`src/sspp_pkg.sv`:
```
// shared types and constants for the servo status packet parser
package sspp_pkg;

    localparam int BYTE_W    = 8;
    localparam int CFG_IDX_W = 1;

    localparam logic [BYTE_W-1:0] HDR_BYTE = 8'hFF;
    localparam logic [BYTE_W-1:0] LEN_OVH  = 8'd2;

    localparam logic [CFG_IDX_W-1:0] CFG_EXPECTED_SIZE = 1'b0;
    localparam logic [CFG_IDX_W-1:0] CFG_UNKNOWN_MASK  = 1'b1;

    localparam logic [BYTE_W-1:0] UNKNOWN_MASK_RST = 8'd128;

    typedef enum logic [7:0] {
        PH_HUNT = 8'b0000_0001,
        PH_ID   = 8'b0000_0010,
        PH_LEN  = 8'b0000_0100,
        PH_ERR  = 8'b0000_1000,
        PH_DATA = 8'b0001_0000,
        PH_CSUM = 8'b0010_0000,
        PH_SKIP = 8'b0100_0000,
        PH_DONE = 8'b1000_0000
    } t_phase;

    typedef struct packed {
        logic              is_status;
        logic [BYTE_W-1:0] data_byte;
        logic [BYTE_W-1:0] status;
    } t_result;

endpackage

```
`src/sspp_fsm.sv`:
```
// packet phase tracking, config registers and result generation
module sspp_fsm (
    input  logic                              i_clk,
    input  logic                              i_rst_n,
    input  logic                              i_cfg_we,
    input  logic [sspp_pkg::CFG_IDX_W-1:0]    i_cfg_idx,
    input  logic [sspp_pkg::BYTE_W-1:0]       i_cfg_data,
    input  logic                              i_fire,
    input  logic                              i_action,
    input  logic [sspp_pkg::BYTE_W-1:0]       i_byte,
    output logic                              o_push,
    output sspp_pkg::t_result                 o_res
);
    import sspp_pkg::*;

    logic [BYTE_W-1:0] r_expected_size;
    logic [BYTE_W-1:0] r_unknown_mask;
    t_phase            r_phase, n_phase;
    logic [BYTE_W-1:0] r_prev, n_prev;
    logic [BYTE_W-1:0] r_left, n_left;
    logic [BYTE_W-1:0] r_err, n_err;
    logic              r_mismatch, n_mismatch;
    logic              r_first, n_first;

    logic [BYTE_W:0]   want;
    logic [BYTE_W-1:0] len_trim;
    logic [BYTE_W-1:0] left_dec;

    assign want     = {1'b0, r_expected_size} + {1'b0, LEN_OVH};
    assign len_trim = (r_left < LEN_OVH) ? '0 : r_left - LEN_OVH;
    assign left_dec = r_left - 8'd1;

    always_comb begin
        n_phase    = r_phase;
        n_prev     = r_prev;
        n_left     = r_left;
        n_err      = r_err;
        n_mismatch = r_mismatch;
        n_first    = r_first;
        o_push     = 1'b0;
        o_res      = '0;
        if (i_action) begin
            // window close: unknown status unless one was given
            if (r_phase != PH_DONE) begin
                o_push         = 1'b1;
                o_res.is_status = 1'b1;
                o_res.status   = r_unknown_mask;
            end
            n_phase = PH_HUNT;
            n_first = 1'b0;
        end else begin
            case (r_phase)
                PH_HUNT: begin
                    if (r_first && r_prev == HDR_BYTE && i_byte == HDR_BYTE) begin
                        n_phase = PH_ID;
                    end
                    n_prev  = i_byte;
                    n_first = 1'b1;
                end
                PH_ID: begin
                    n_phase = PH_LEN;
                end
                PH_LEN: begin
                    n_left  = i_byte;
                    n_phase = PH_ERR;
                end
                PH_ERR: begin
                    n_err  = i_byte;
                    n_left = len_trim;
                    if (want == {1'b0, r_left}) begin
                        n_mismatch = 1'b0;
                        n_phase    = (len_trim == '0) ? PH_CSUM : PH_DATA;
                    end else begin
                        n_mismatch = 1'b1;
                        if (len_trim == '0) begin
                            o_push          = 1'b1;
                            o_res.is_status = 1'b1;
                            o_res.status    = i_byte & r_unknown_mask;
                            n_phase         = PH_DONE;
                        end else begin
                            n_phase = PH_SKIP;
                        end
                    end
                end
                PH_DATA: begin
                    o_push          = 1'b1;
                    o_res.data_byte = i_byte;
                    n_left          = left_dec;
                    if (left_dec == '0) begin
                        n_phase = PH_CSUM;
                    end
                end
                PH_CSUM: begin
                    // checksum is not verified
                    o_push          = 1'b1;
                    o_res.is_status = 1'b1;
                    o_res.status    = r_err;
                    n_phase         = PH_DONE;
                end
                PH_SKIP: begin
                    n_left = left_dec;
                    if (left_dec == '0) begin
                        o_push          = 1'b1;
                        o_res.is_status = 1'b1;
                        o_res.status    = r_err & r_unknown_mask;
                        n_phase         = PH_DONE;
                    end
                end
                PH_DONE: begin
                end
                default: begin
                    n_phase = PH_HUNT;
                end
            endcase
        end
    end

    always_ff @(posedge i_clk) begin
        if (!i_rst_n) begin
            r_expected_size <= '0;
            r_unknown_mask  <= UNKNOWN_MASK_RST;
            r_phase         <= PH_HUNT;
            r_prev          <= '0;
            r_left          <= '0;
            r_err           <= '0;
            r_mismatch      <= 1'b0;
            r_first         <= 1'b0;
        end else begin
            if (i_cfg_we) begin
                case (i_cfg_idx)
                    CFG_EXPECTED_SIZE: r_expected_size <= i_cfg_data;
                    CFG_UNKNOWN_MASK:  r_unknown_mask  <= i_cfg_data;
                    default: begin
                    end
                endcase
            end
            if (i_fire) begin
                r_phase    <= n_phase;
                r_prev     <= n_prev;
                r_left     <= n_left;
                r_err      <= n_err;
                r_mismatch <= n_mismatch;
                r_first    <= n_first;
            end
        end
    end

    // a status on a byte request always parks the parser until close
    a_status_parks: assert property (@(posedge i_clk) disable iff (!i_rst_n)
        (i_fire && o_push && o_res.is_status && !i_action) |=> r_phase == PH_DONE)
        else $error("status emitted without entering done phase");

    // data bytes only come out of the payload phase
    a_data_phase: assert property (@(posedge i_clk) disable iff (!i_rst_n)
        (o_push && !o_res.is_status) |-> (r_phase == PH_DATA && !r_mismatch))
        else $error("data result outside payload phase");

endmodule

```
`src/sspp_out_buf.sv`:
```
// result register with one skid entry
module sspp_out_buf (
    input  logic               i_clk,
    input  logic               i_rst_n,
    input  logic               i_push,
    input  sspp_pkg::t_result  i_res,
    output logic               o_full,
    output logic               o_valid,
    input  logic               i_stall,
    output sspp_pkg::t_result  o_res
);
    import sspp_pkg::*;

    logic    r_main_vld;
    logic    r_skid_vld;
    t_result r_main;
    t_result r_skid;
    logic    pop;

    assign pop     = r_main_vld && !i_stall;
    assign o_valid = r_main_vld;
    assign o_res   = r_main;
    assign o_full  = r_skid_vld;

    always_ff @(posedge i_clk) begin
        if (!i_rst_n) begin
            r_main_vld <= 1'b0;
            r_skid_vld <= 1'b0;
        end else begin
            if (pop) begin
                if (r_skid_vld) begin
                    r_main_vld <= 1'b1;
                    r_skid_vld <= 1'b0;
                end else begin
                    r_main_vld <= i_push;
                end
            end else if (i_push) begin
                if (!r_main_vld) begin
                    r_main_vld <= 1'b1;
                end else begin
                    r_skid_vld <= 1'b1;
                end
            end
        end
    end

    always_ff @(posedge i_clk) begin
        if (pop) begin
            if (r_skid_vld) begin
                r_main <= r_skid;
            end else if (i_push) begin
                r_main <= i_res;
            end
        end else if (i_push) begin
            if (!r_main_vld) begin
                r_main <= i_res;
            end else begin
                r_skid <= i_res;
            end
        end
    end

    a_skid_behind_main: assert property (@(posedge i_clk) disable iff (!i_rst_n)
        r_skid_vld |-> r_main_vld)
        else $error("skid entry held with empty output register");

    // a pop with the skid entry full moves it up
    a_skid_moves_up: assert property (@(posedge i_clk) disable iff (!i_rst_n)
        (r_skid_vld && !i_stall) |=> (r_main_vld && !r_skid_vld && r_main == $past(r_skid)))
        else $error("skid entry not promoted on pop");

endmodule

```
`src/servo_status_packet_parser_core.sv`:
```
// top level of the servo status packet parser
//
//  channel   direction  handshake                    payload
//  in        input      i_in_valid / o_in_stall      i_action, i_rx_byte
//  out       output     o_out_valid / i_out_stall    o_is_status, o_data_byte, o_status
//  cfg       input      i_cfg_we                     i_cfg_idx, i_cfg_data
//
//  one request per clock sustained while the skid entry is not full; a result
//  reaches the outputs through the input register, then the result register
//  the result register plus one skid entry let the input side keep moving
//  while the output side is stalled; input stalls once the skid entry fills
//  synchronous active-low reset clears the phase and handshake state and resets the config (size 0, mask 128)
module servo_status_packet_parser_core (
    input  logic                           i_clk,
    input  logic                           i_rst_n,
    input  logic                           i_cfg_we,
    input  logic [sspp_pkg::CFG_IDX_W-1:0] i_cfg_idx,
    input  logic [sspp_pkg::BYTE_W-1:0]    i_cfg_data,
    input  logic                           i_in_valid,
    output logic                           o_in_stall,
    input  logic                           i_action,
    input  logic [sspp_pkg::BYTE_W-1:0]    i_rx_byte,
    output logic                           o_out_valid,
    input  logic                           i_out_stall,
    output logic                           o_is_status,
    output logic [sspp_pkg::BYTE_W-1:0]    o_data_byte,
    output logic [sspp_pkg::BYTE_W-1:0]    o_status
);
    import sspp_pkg::*;

    logic              r_in_vld;
    logic              r_action;
    logic [BYTE_W-1:0] r_byte;
    logic              fire;
    logic              accept;
    logic              buf_full;
    logic              push;
    t_result           res;
    t_result           out_res;

    assign fire       = r_in_vld && !buf_full;
    assign o_in_stall = r_in_vld && !fire;
    assign accept     = i_in_valid && !o_in_stall;

    always_ff @(posedge i_clk) begin
        if (!i_rst_n) begin
            r_in_vld <= 1'b0;
        end else begin
            if (accept) begin
                r_in_vld <= 1'b1;
            end else if (fire) begin
                r_in_vld <= 1'b0;
            end
        end
    end

    always_ff @(posedge i_clk) begin
        if (accept) begin
            r_action <= i_action;
            r_byte   <= i_rx_byte;
        end
    end

    sspp_fsm u_fsm (
        .i_clk      (i_clk),
        .i_rst_n    (i_rst_n),
        .i_cfg_we   (i_cfg_we),
        .i_cfg_idx  (i_cfg_idx),
        .i_cfg_data (i_cfg_data),
        .i_fire     (fire),
        .i_action   (r_action),
        .i_byte     (r_byte),
        .o_push     (push),
        .o_res      (res)
    );

    sspp_out_buf u_out_buf (
        .i_clk   (i_clk),
        .i_rst_n (i_rst_n),
        .i_push  (push && fire),
        .i_res   (res),
        .o_full  (buf_full),
        .o_valid (o_out_valid),
        .i_stall (i_out_stall),
        .o_res   (out_res)
    );

    assign o_is_status = out_res.is_status;
    assign o_data_byte = out_res.data_byte;
    assign o_status    = out_res.status;

endmodule
```
`config.mk`:
```
export PLATFORM = sky130hd
export DESIGN_NAME = servo_status_packet_parser_core
export DESIGN_NICKNAME = d
export VERILOG_FILES = /design/src/sspp_pkg.sv /design/src/sspp_fsm.sv /design/src/sspp_out_buf.sv /design/src/servo_status_packet_parser_core.sv
export SDC_FILE = /design/constraint.sdc
export NUM_CORES = 1
export LEC_CHECK = 0
export ABC_AREA = 1
export BUFFER_PORTS_ARGS = -buffer_cell sky130_fd_sc_hd__buf_2
export CAP_MARGIN = 20
export CORE_MARGIN = 1
export CORE_UTILIZATION = 50
export DETAILED_ROUTE_END_ITERATION = 8
export PLACE_DENSITY = 0.67
export SYNTH_ARGS = -nofsm -noshare
export SYNTH_HDL_FRONTEND = slang
export SYNTH_SLANG_ARGS = --single-unit
export TNS_END_PERCENT = 30
```
`constraint.sdc`:
```
create_clock -name i_clk -period 7.3 [get_ports i_clk]
set_input_delay 1.095 -clock i_clk [delete_from_list [all_inputs] [get_ports i_clk]]
set_output_delay 1.095 -clock i_clk [all_outputs]
set_load 0.01 [all_outputs]
```
=== Word-level counts from Yosys, hierarchy flattened ===
Cells that the tools add are included.

* Flip-flop bits (word level): 95
* Bits of input ports: 23
* Output and inout bits: 19
* Word-level logic and storage cells: 114

* Add/subtract/negate cells: 3
* Magnitude comparators: 1
* Equality and inequality tests: 17
* Muxes and demuxes: 38
* Bitwise logic cells: 6
* Reductions and logical operators: 31

{| class="wikitable"
|+ Operators by type and width
! operator !! count
|-
| two-way mux 8 bit || 14
|-
| two-way mux 17 bit || 5
|-
| one-hot mux 8 bit (8 select lines) || 1
|-
| one-hot mux 8 bit (3 select lines) || 2
|-
| equality test 8 bit (second input constant) || 3
|-
| AND 8 bit || 2
|-
| logical NOT 8 bit || 2
|-
| AND reduction 3 bit || 5
|-
| two-way mux 1 bit || 13
|-
| adder 8 x 2 -> 9 bit (second input constant) || 1
|-
| equality test 9 x 8 -> 1 bit || 1
|-
| inequality test 3 x 2 -> 1 bit (second input constant) || 3
|-
| equality test 8 x 1 -> 1 bit (second input constant) || 1
|-
| equality test 8 x 2 -> 1 bit (second input constant) || 1
|-
| equality test 8 x 3 -> 1 bit (second input constant) || 1
|-
| equality test 8 x 4 -> 1 bit (second input constant) || 1
|-
| equality test 8 x 5 -> 1 bit (second input constant) || 1
|-
| equality test 8 x 6 -> 1 bit (second input constant) || 1
|-
| equality test 8 x 7 -> 1 bit (second input constant) || 1
|-
| < comparator 8 x 2 -> 1 bit (second input constant) || 1
|-
| inequality test 8 bit (second input constant) || 1
|-
| AND reduction 2 bit || 4
|-
| nonzero test 2 bit || 4
|-
| subtractor 8 x 1 -> 8 bit (second input constant) || 1
|-
| other kinds (10) || 26
|}

=== Longest topological paths before layout ===
* Depth in word-level cells: 11
* Gate-level depth with buffers: 17

=== Modules after synthesis ===
From an unflattened synthesis, not the netlist that was laid out.

* Cells, all modules: 621
* Area, all modules: 4961.0 um^2

{| class="wikitable"
|+ By module, submodules not included
! module !! times used !! cells an instance !! area each (um^2)
|-
| sspp_fsm || 1 || 498 || 3204.3
|-
| sspp_out_buf || 1 || 103 || 1418.9
|-
| servo_status_packet_parser_core || 1 || 20 || 337.8
|}

=== Least setup slack after synthesis ===
OpenSTA, ideal clock, no wires.

* Path kind: input-to-reg
* Start: input port i_out_stall
* End: register u_out_buf.r_main (netlist bit u_out_buf.o_res[0]) (enable)
* Library setup time: 0.396 ns
* Arrival time: 2.773 ns
* Setup slack: 4.131 ns
* Stages on the path: 5
* Path buffers: 0
* Path through: nor2_1 -> inv_1 -> nor2_1 -> clkinv_1 -> a21boi_1

* Cells in the longest elaborated chain, start to end: 4
* Elaborated cells between the ends (all ways): 5
* Those cells by class: eq/ne: 1; reduce/logical: 4

{| class="wikitable"
|+ RTL lines
! what !! RTL line !! RTL
|-
| start, declared || servo_status_packet_parser_core.sv:24 || <nowiki>input logic i_out_stall,</nowiki>
|-
| logical NOT 1 bit (*) || sspp_out_buf.sv:20 || <nowiki>assign pop = r_main_vld && !i_stall;</nowiki>
|-
| logical AND 1 bit (*) || sspp_out_buf.sv:20 ||
|-
| inequality test 2 bit (no source line) / nonzero test 2 bit (equally long branches) || n/a ||
|-
| AND reduction 3 bit (no source line) (*) || n/a ||
|-
| end signal, assigned || sspp_out_buf.sv:50 || <nowiki>r_main <= r_skid;</nowiki>
|-
| end signal, assigned || sspp_out_buf.sv:52 || <nowiki>r_main <= i_res;</nowiki>
|-
| end signal, assigned || sspp_out_buf.sv:56 || <nowiki>r_main <= i_res;</nowiki>
|-
| end, declared || sspp_out_buf.sv:16 || <nowiki>t_result r_main;</nowiki>
|}

Every way passes the cells marked *; elsewhere a longest branch is shown, timed or not.
A chain may end at the register's enable or synchronous reset.

=== Worst setup path in the final report ===
* Start: register u_fsm.r_left[2]
* End: register u_out_buf.r_main (netlist bit u_out_buf.o_res[5]) (enable)

* Cells in the longest elaborated chain, start to end: 10
* Elaborated cells between the ends (all ways): 16
* Those cells by class: add/sub: 2; order compare: 1; eq/ne: 1; mux: 6; reduce/logical: 6

{| class="wikitable"
|+ RTL lines
! what !! RTL line !! RTL
|-
| start, declared || sspp_fsm.sv:20 || <nowiki>logic [BYTE_W-1:0] r_left, n_left;</nowiki>
|-
| start signal, assigned || sspp_fsm.sv:140 || <nowiki>r_left <= n_left;</nowiki>
|-
| subtractor 8 x 2 -> 8 bit / < comparator 8 x 2 -> 1 bit (equally long branches) || sspp_fsm.sv:30 || <nowiki>assign len_trim = (r_left < LEN_OVH) ? '0 : r_left - LEN_OVH;</nowiki>
|-
| two-way mux 8 bit || sspp_fsm.sv:30 ||
|-
| logical NOT 8 bit || sspp_fsm.sv:75 || <nowiki>if (len_trim == '0) begin</nowiki>
|-
| two-way mux 1 bit || sspp_fsm.sv:75 ||
|-
| two-way mux 1 bit || sspp_fsm.sv:70 || <nowiki>if (want == {1'b0, r_left}) begin</nowiki>
|-
| one-hot mux 1 bit (3 select lines) (*) || sspp_fsm.sv:52 || <nowiki>case (r_phase)</nowiki>
|-
| two-way mux 1 bit (*) || sspp_fsm.sv:42 || <nowiki>if (i_action) begin</nowiki>
|-
| logical AND 1 bit (*) || servo_status_packet_parser_core.sv:80 || <nowiki>.i_push (push && fire),</nowiki>
|-
| nonzero test 2 bit (no source line) || n/a ||
|-
| AND reduction 3 bit (no source line) (*) || n/a ||
|}

Marked as above.

==> metrics.yaml <==
clock_skew_ns: 0.01711
synth_flop_cell: "dfxtp_1"
synthArstFlopShare_pct: 0
powerDensity_mw_per_mm2: 190.3
rows: 35
min_period_over_period_pct: 37.56
yosysTopAreaCell: "edfxtp_1"
nNetsFinal: 712
drv_cap: 0
arrival_ns: 2.80
dr_total_vias: 4353
dp_hpwl_um: 8282
cts_root_buf: "clkbuf_8"
rsz0062_at_grt: "false"
syn-num-nets: 674
die_w_um: 101.3
end_kind: "flop"
via_per_inst: 5.322
clk_pin_slew_ns: 0.10
n_antenna_cell: 0
synthesis.area_sq_mm: 0.004930
hold_viol_final: 0
p_leak_nw: 2.233
cts_setup_buffers: 0
clock-sinks: 95
postSynthAreaPerCell_sq_um: 7.631
ys_warn_count: 0
yosysTopAreaCellShare_pct: 26.19
core_area_sq_mm: 0.009415
critPathLaunchType: "flop"
syn_to_final_growth_pct: 9.873
initial_core_util_pct: 52.36
grt_pass1_wl_um: 19190
finalCriticalPeriod_ns: 2.742
grt_overflow_total: 0
numPortBuffers: 41
layout-drive-gt1-share_pct: 14.66
ys_types: 38
cts_resized: 0
dr.pass1.iters: 5
postPlaceCellArea_sq_mm: 0.005238
numCtsBuffers: 9
cp.required_ns: 7.35
outcome: "completed"
io-pin-count: 42
hold_class: "reg2reg"
detail_route.wirelength_um: 11500
maxSlewHeadroom_pct: 51.39
ant_nets: 0
die_area_sq_mm: 0.01026
setup-violations-final: 0
grt_usage_pct: 24.15
grt_pass1_vias: 3954
drc: 0
cts_buffer_depth: 2
critical_path_class: "reg2reg"
drt_iter0_markers: 195
peakVddDrop_uv: 116.8
worstMarginPinSlew_ns: 0.7291
synth-edff-count: 43
wl_per_cell_um: 14.06
ys_ff_latch: 95
die_h_um: 101.3
crit_fanout: 17
seq_area_frac_synth_pct: 47.31
grt_max_degree: 48
clk_latency_ns: 0.36
cts_tree: "done"
hold_buffers: 0
fin_tns_setup_ns: 0
grt_antenna_before_repair: 0
synth.area.top_cells: "edfxtp_1 26%, dfxtp_1 21%, nand2_1 14%"
fin_area_sq_mm: 0.005416
gp_congestion: 0.8912
fmax_mhz: 364.7
syn_inst: 646
maxSlewViolCount: 0
htree_levels: 3
[per-stage QoR]
stage                     power [mW]  setup slack [ns]  cells  utilization (%)  hold slack (ns)
after floorplan               0.6791             4.131    646                -           0.4202
after global placement        0.7100             4.457    802            55.63           0.4333
after detailed placement      0.7133             4.374    802            55.63           0.4340
after CTS                      1.038             4.582    818            57.53           0.4489
after global routing           1.078             4.284    818            57.53           0.4600
final                          1.031             4.558    818            57.53           0.4468
[synth_stat cells (2+ instances only)]
| cell | count |
|---|---|
| nand2_1 | 180 |
| nor2_1 | 70 |
| dfxtp_1 | 52 |
| inv_1 | 51 |
| o21ai_0 | 47 |
| edfxtp_1 | 43 |
| a21oi_1 | 35 |
| nand3_1 | 35 |
| o21ai_1 | 19 |
| nand4_1 | 15 |
| inv_2 | 13 |
| nand2_2 | 11 |
| clkbuf_1 | 9 |
| nor3_1 | 9 |
| nand3b_1 | 8 |
| buf_2 | 5 |
| ha_1 | 5 |
| nand3_2 | 5 |
| a41oi_1 | 4 |
| clkinv_1 | 3 |
| nor2_2 | 3 |
| nor4_1 | 3 |
| xor2_1 | 3 |
| a211oi_1 | 2 |
| nand2_4 | 2 |
| nor2_4 | 2 |
[area by class of cell]
cell class	count	area (sq um)
Clock buffer	10	127.6
Clock inverter	6	51.30
Fill cell	875	3999
Inverter	67	251.5
Multi-Input combinational cell	467	2265
Sequential cell	95	2332
Tap cell	129	161.4
Timing Repair Buffer	44	227.7
[where the power goes]
part / switching, mW / leakage (nW) / internal (mW)
combinational: 0.0700 / 1.33 / 0.0366
clock: 0.198 / 0.0897 / 0.130
sequential: 0.0216 / 0.814 / 0.575
[worst paths after layout]
path | start | end | slack, ns | cells past startpoint
worst max-delay path | u_fsm.r_left[2] | u_out_buf.o_res[5] | 4.56 | 11
worst min-delay path | u_fsm.r_err[6] | u_fsm.r_err[6] | 0.45 | 2
worst min register to register | u_fsm.r_err[6] | u_fsm.r_err[6] | 0.45 | 2
worst max register to register | u_fsm.r_left[2] | u_out_buf.o_res[5] | 4.56 | 11
[per-layer routing]
layer / up-vias / track usage [%] / share of wire, %
li1: 2214 / - / -
met1: 1973 / 33.00 / 47
met2: 144 / 37.99 / 45
met3: 22 / 3.589 / 5.1
met4: 0 / 10.93 / 2.9
met5: - / 0 / 0
[cells by family (layout without fill, tap and decap cells)]
family          Yosys count  in the layout  share of synthesized area (%)
fa+ha+maj                 5              5                          1.269
simple gates            347            347                          31.78
buf+inv                  84            127                          6.751
compound gates          111            111                          12.18
flops                    95             95                          47.31
xor+xnor                  4              4                         0.7108
[worst max-delay path, cell delays in order (launching register included)]
cell,delay [ns]
dfxtp_1,0.47
inv_1,0.10
ha_1,0.26
xor2_1,0.18
o21ai_1,0.18
nand3_2,0.13
nor3_4,0.37
nand2_2,0.13
nand3_2,0.11
nand3_2,0.11
a21boi_1,0.14
buf_4,0.25
[cell usage in the layout, fill, tap and decap left out, types with 2 or more instances in the layout]
master and count:
nand2_4 2, inv_1 51, clkinv_1 3, o21ai_0 47, buf_2 41, inv_6 2
nor2_2 3, nand4_1 15, a211oi_1 2, nand2_2 11, nand2_1 180, nand3_1 35
nand3_2 5, a21oi_1 35, xor2_1 3, dfxtp_1 52, buf_4 3, ha_1 5
o21ai_1 19, nor2_1 70, inv_2 13, nor4_1 3, nor2_4 2, edfxtp_1 43
clkbuf_8 9, a41oi_1 4, nor3_1 9, nand3b_1 8
No activity file was read; power rests on OpenSTA's default activity.
